===== src/hw/rtl/bae_pkg.sv =====
// shared types and constants of the binary arithmetic encoder
package bae_pkg;

    localparam int RANGE_W       = 32;
    localparam int BYTE_W        = 8;
    localparam int PROB_BITS_DEF = 12;
    localparam int MAX_BYTES     = RANGE_W / BYTE_W;
    localparam int QUEUE_DEPTH   = 8;
    localparam int PUSH_CNT_W    = $clog2(MAX_BYTES + 1);

    localparam logic OP_ENCODE = 1'b0;
    localparam logic OP_FLUSH  = 1'b1;

    typedef struct packed {
        logic              last;
        logic [BYTE_W-1:0] data;
    } entry_t;

    typedef struct packed {
        logic [PUSH_CNT_W-1:0]       cnt;
        entry_t [MAX_BYTES-1:0]      ent;
    } push_t;

endpackage


===== src/hw/rtl/bae_split.sv =====
// split point of the coding interval from low, high and probability
module bae_split #(
    parameter int PROB_BITS = bae_pkg::PROB_BITS_DEF
) (
    input  logic [bae_pkg::RANGE_W-1:0] range_low,
    input  logic [bae_pkg::RANGE_W-1:0] range_high,
    input  logic [PROB_BITS-1:0]        prob,
    output logic [bae_pkg::RANGE_W-1:0] mid
);
    import bae_pkg::*;

    logic [RANGE_W-1:0]           span;
    logic [RANGE_W-PROB_BITS-1:0] span_hi;
    logic [PROB_BITS-1:0]         span_lo;
    logic [RANGE_W-1:0]           whole;
    logic [2*PROB_BITS-1:0]       frac_prod;
    logic [RANGE_W-1:0]           frac;

    assign span      = range_high - range_low;
    assign span_hi   = span[RANGE_W-1:PROB_BITS];
    assign span_lo   = span[PROB_BITS-1:0];
    assign whole     = RANGE_W'(span_hi) * RANGE_W'(prob);
    assign frac_prod = (2*PROB_BITS)'(span_lo) * (2*PROB_BITS)'(prob);
    assign frac      = {{(RANGE_W-PROB_BITS){1'b0}}, frac_prod[2*PROB_BITS-1:PROB_BITS]};
    assign mid       = range_low + whole + frac;

endmodule


===== config.mk =====
export PLATFORM = sky130hd
export DESIGN_NAME = bae_split
export DESIGN_NICKNAME = d
export VERILOG_FILES = /design/src/hw/rtl/bae_pkg.sv /design/src/hw/rtl/bae_split.sv
export SDC_FILE = /design/constraint.sdc
export NUM_CORES = 1
export LEC_CHECK = 0
export BUFFER_PORTS_ARGS = -buffer_cell sky130_fd_sc_hd__buf_2
export CORE_ASPECT_RATIO = 0.75
export CORE_UTILIZATION = 50
export DETAILED_ROUTE_END_ITERATION = 10
export GPL_ROUTABILITY_DRIVEN = 1
export GPL_TIMING_DRIVEN = 0
export PLACE_DENSITY = 0.74
export SLEW_MARGIN = 30
export SYNTH_ARGS = -nofsm -noshare
export SYNTH_HDL_FRONTEND = slang
export SYNTH_SLANG_ARGS = --single-unit

===== constraint.sdc =====
create_clock -name vclk -period 14.7
set_input_delay 0.735 -clock vclk [all_inputs]
set_output_delay 0.735 -clock vclk [all_outputs]
set_load 0.01 [all_outputs]

==> flow_summary.json <==
{
  "synth_top_family_by_area": "adder cells",
  "whs_path_depth": 4,
  "post_route_cells_drive_above_1_share_pct": 6.854,
  "crit_required_ps": 13970,
  "area.sequential_um2": 0,
  "pin_count": 108,
  "timing.final.hold_violations": 0,
  "post-cts-setup-buffers": 0,
  "grt_setup_unrepaired": "false",
  "grt.total_usage_pct": 28.89,
  "timing.hold.worst_endpoint": "mid[31]",
  "hp-start": "range_low[31]",
  "netlist.top_cell.by_area": "fa_1",
  "die_width_um": 204.3,
  "initial_core_util_pct": 50.81,
  "dp.final_hpwl_um": 37880,
  "final.hold.worst_slack_ps": 1894,
  "most_numerous_cell_types_in_the_synthesized_netlist": "inv_1, fa_1, nand2_1",
  "number_of_antenna_diodes": 0,
  "core-area_um2": 30210,
  "post_synth_num_cell_types": 58,
  "route.vias.total": 13114,
  "number_of_antenna_violations_at_the_first_check_in_global_routing": 0,
  "clock.fmax_mhz": 79.28,
  "family_with_the_most_delay_on_the_worst_path": "compound AO/OA/AOI/OAI gates",
  "status": "finished clean",
  "synth_top_cells_by_area": "fa_1, ha_1, inv_1, nand2_1, and2_1",
  "grt_max_degree": 11,
  "wp_buf_inv": 6,
  "drt_drc_violations_left": 0,
  "synth_compound_area_share_pct": 9.415,
  "syn_area_um2": 15350,
  "timing.critical_path.to_type": "output pin",
  "cts_hold_buf": 0,
  "nClkBuffers": 0,
  "drtIter0Drc": 1017,
  "startpoint_type": "primary input",
  "numPortBuffers": 108,
  "synth_most_common_cell": "inv_1",
  "drt-pass1-iter-count": 6,
  "totalWireLength_um": 43730,
  "drv_slew": 0,
  "min_period_over_period_pct": 85.80,
  "route.antenna.remaining_nets": 0,
  "max_stage_delay_ps": 560,
  "die_outline_area_um2": 31410,
  "yosys_warnings": 0,
  "critPathMaxFanout": 10,
  "post_cts_resized": 0,
  "synth.top_cell.area_share_pct": 41.60,
  "avg_wl_per_cell_um": 18.58,
  "timing.setup.critical_path_class": "in -> out",
  "place_congestion": 0.9738,
  "timing.slew.headroom_pct": 33.18,
  "critical-path-slowest-cell": "fa_1",
  "synthAdderAreaFrac_pct": 56.44,
  "cell_rows": 55,
  "setup_viol": 0,
  "syn-mean-instance-area_um2": 8.311,
  "filler_cell_count": 2811,
  "tightestPinTransition_ps": 995.5,
  "worstHoldPathType": "in -> out",
  "seq_cells": 0,
  "xor_xnor_fraction_of_synth_area_pct": 3.652,
  "synth.net_count": 2424,
  "synth_seq_area_share_pct": 0,
  "flow.area_growth_from_synthesis_pct": 6.806,
  "vias_per_cell": 5.571,
  "grt_first_pass_wirelength_um": 70630,
  "arrival_ps": 11880,
  "mux_cell_area_share_after_synthesis_pct": 0.9863,
  "drv_cap": 0,
  "first_global_vias": 13234,
  "syn-instance-count": 1847,
  "grt-ovfl-total": 0,
  "chipHeight_um": 153.7,
  "finalSetupTns_ps": 0,
  "post-route-min-period_ps": 12610,
  "final_net_count": 2534,
  "post_synth_simple_gate_area_pct": 17.82
}
layer usage:
layer	track usage, %	share of wire, %	vias up
met3	6.507	11	77
met5	0	0	-
met2	43.97	44	578
met1	42.25	44	6525
li1	-	-	5934
met4	5.402	2.1	0
stage by stage:
step	instances	instance area [um2]	setup WS, ps	util [%]
floorplan	1847	15350	4334	-
global placement	2354	16390	2311	54.25
detailed placement	2354	16390	2250	54.27
CTS	2354	16390	2198	54.27
global route	2354	16390	1393	54.27
finish	2354	16390	2087	54.27
layout by cell type, fill, tap and decap left out, drive strengths merged, types with 49 or more instances in the layout:
master  Yosys  layout
inv       387     387
fa        319     319
nand2     280     280
ha        182     182
and2      119     119
buf         8     116
clkbuf     78      78
a21oi      65      65
nor2       61      61
xnor2      49      49
kinds of logic (layout without fill, tap and decap cells):
logic type	after synthesis	after routing
AO/OA/AOI/OAI	216	216
adder cells (fa/ha/maj)	501	501
buffers and inverters	473	581
AND/OR/NAND/NOR	579	579
multiplexers	14	14
XOR/XNOR	64	64
worst max-delay path by stage:
stage	start	to	slack, ps	depth (start not counted)
after floorplan	range_low[1]	mid[31]	4330	40
after global placement	range_low[0]	mid[31]	2310	41
after detailed placement	range_low[0]	mid[31]	2250	41
after CTS	range_low[0]	mid[31]	2200	41
after global routing	range_low[0]	mid[31]	1390	41
final	range_low[0]	mid[31]	2090	41
layout make-up:
| type | count | area [um2] | area share [%] |
|---|---|---|---|
| buffer | 86 | 341.6 | 2.083 |
| multi-input combinational | 1374 | 13560 | 82.71 |
| inverter | 387 | 1453 | 8.861 |
| tap | 399 | 499.2 | 3.045 |
| timing repair buffer | 108 | 540.5 | 3.297 |
Power is left out: the tool's default activity adds up to more than one toggle a clock period on the data nets, which glitch-free logic cannot reach.
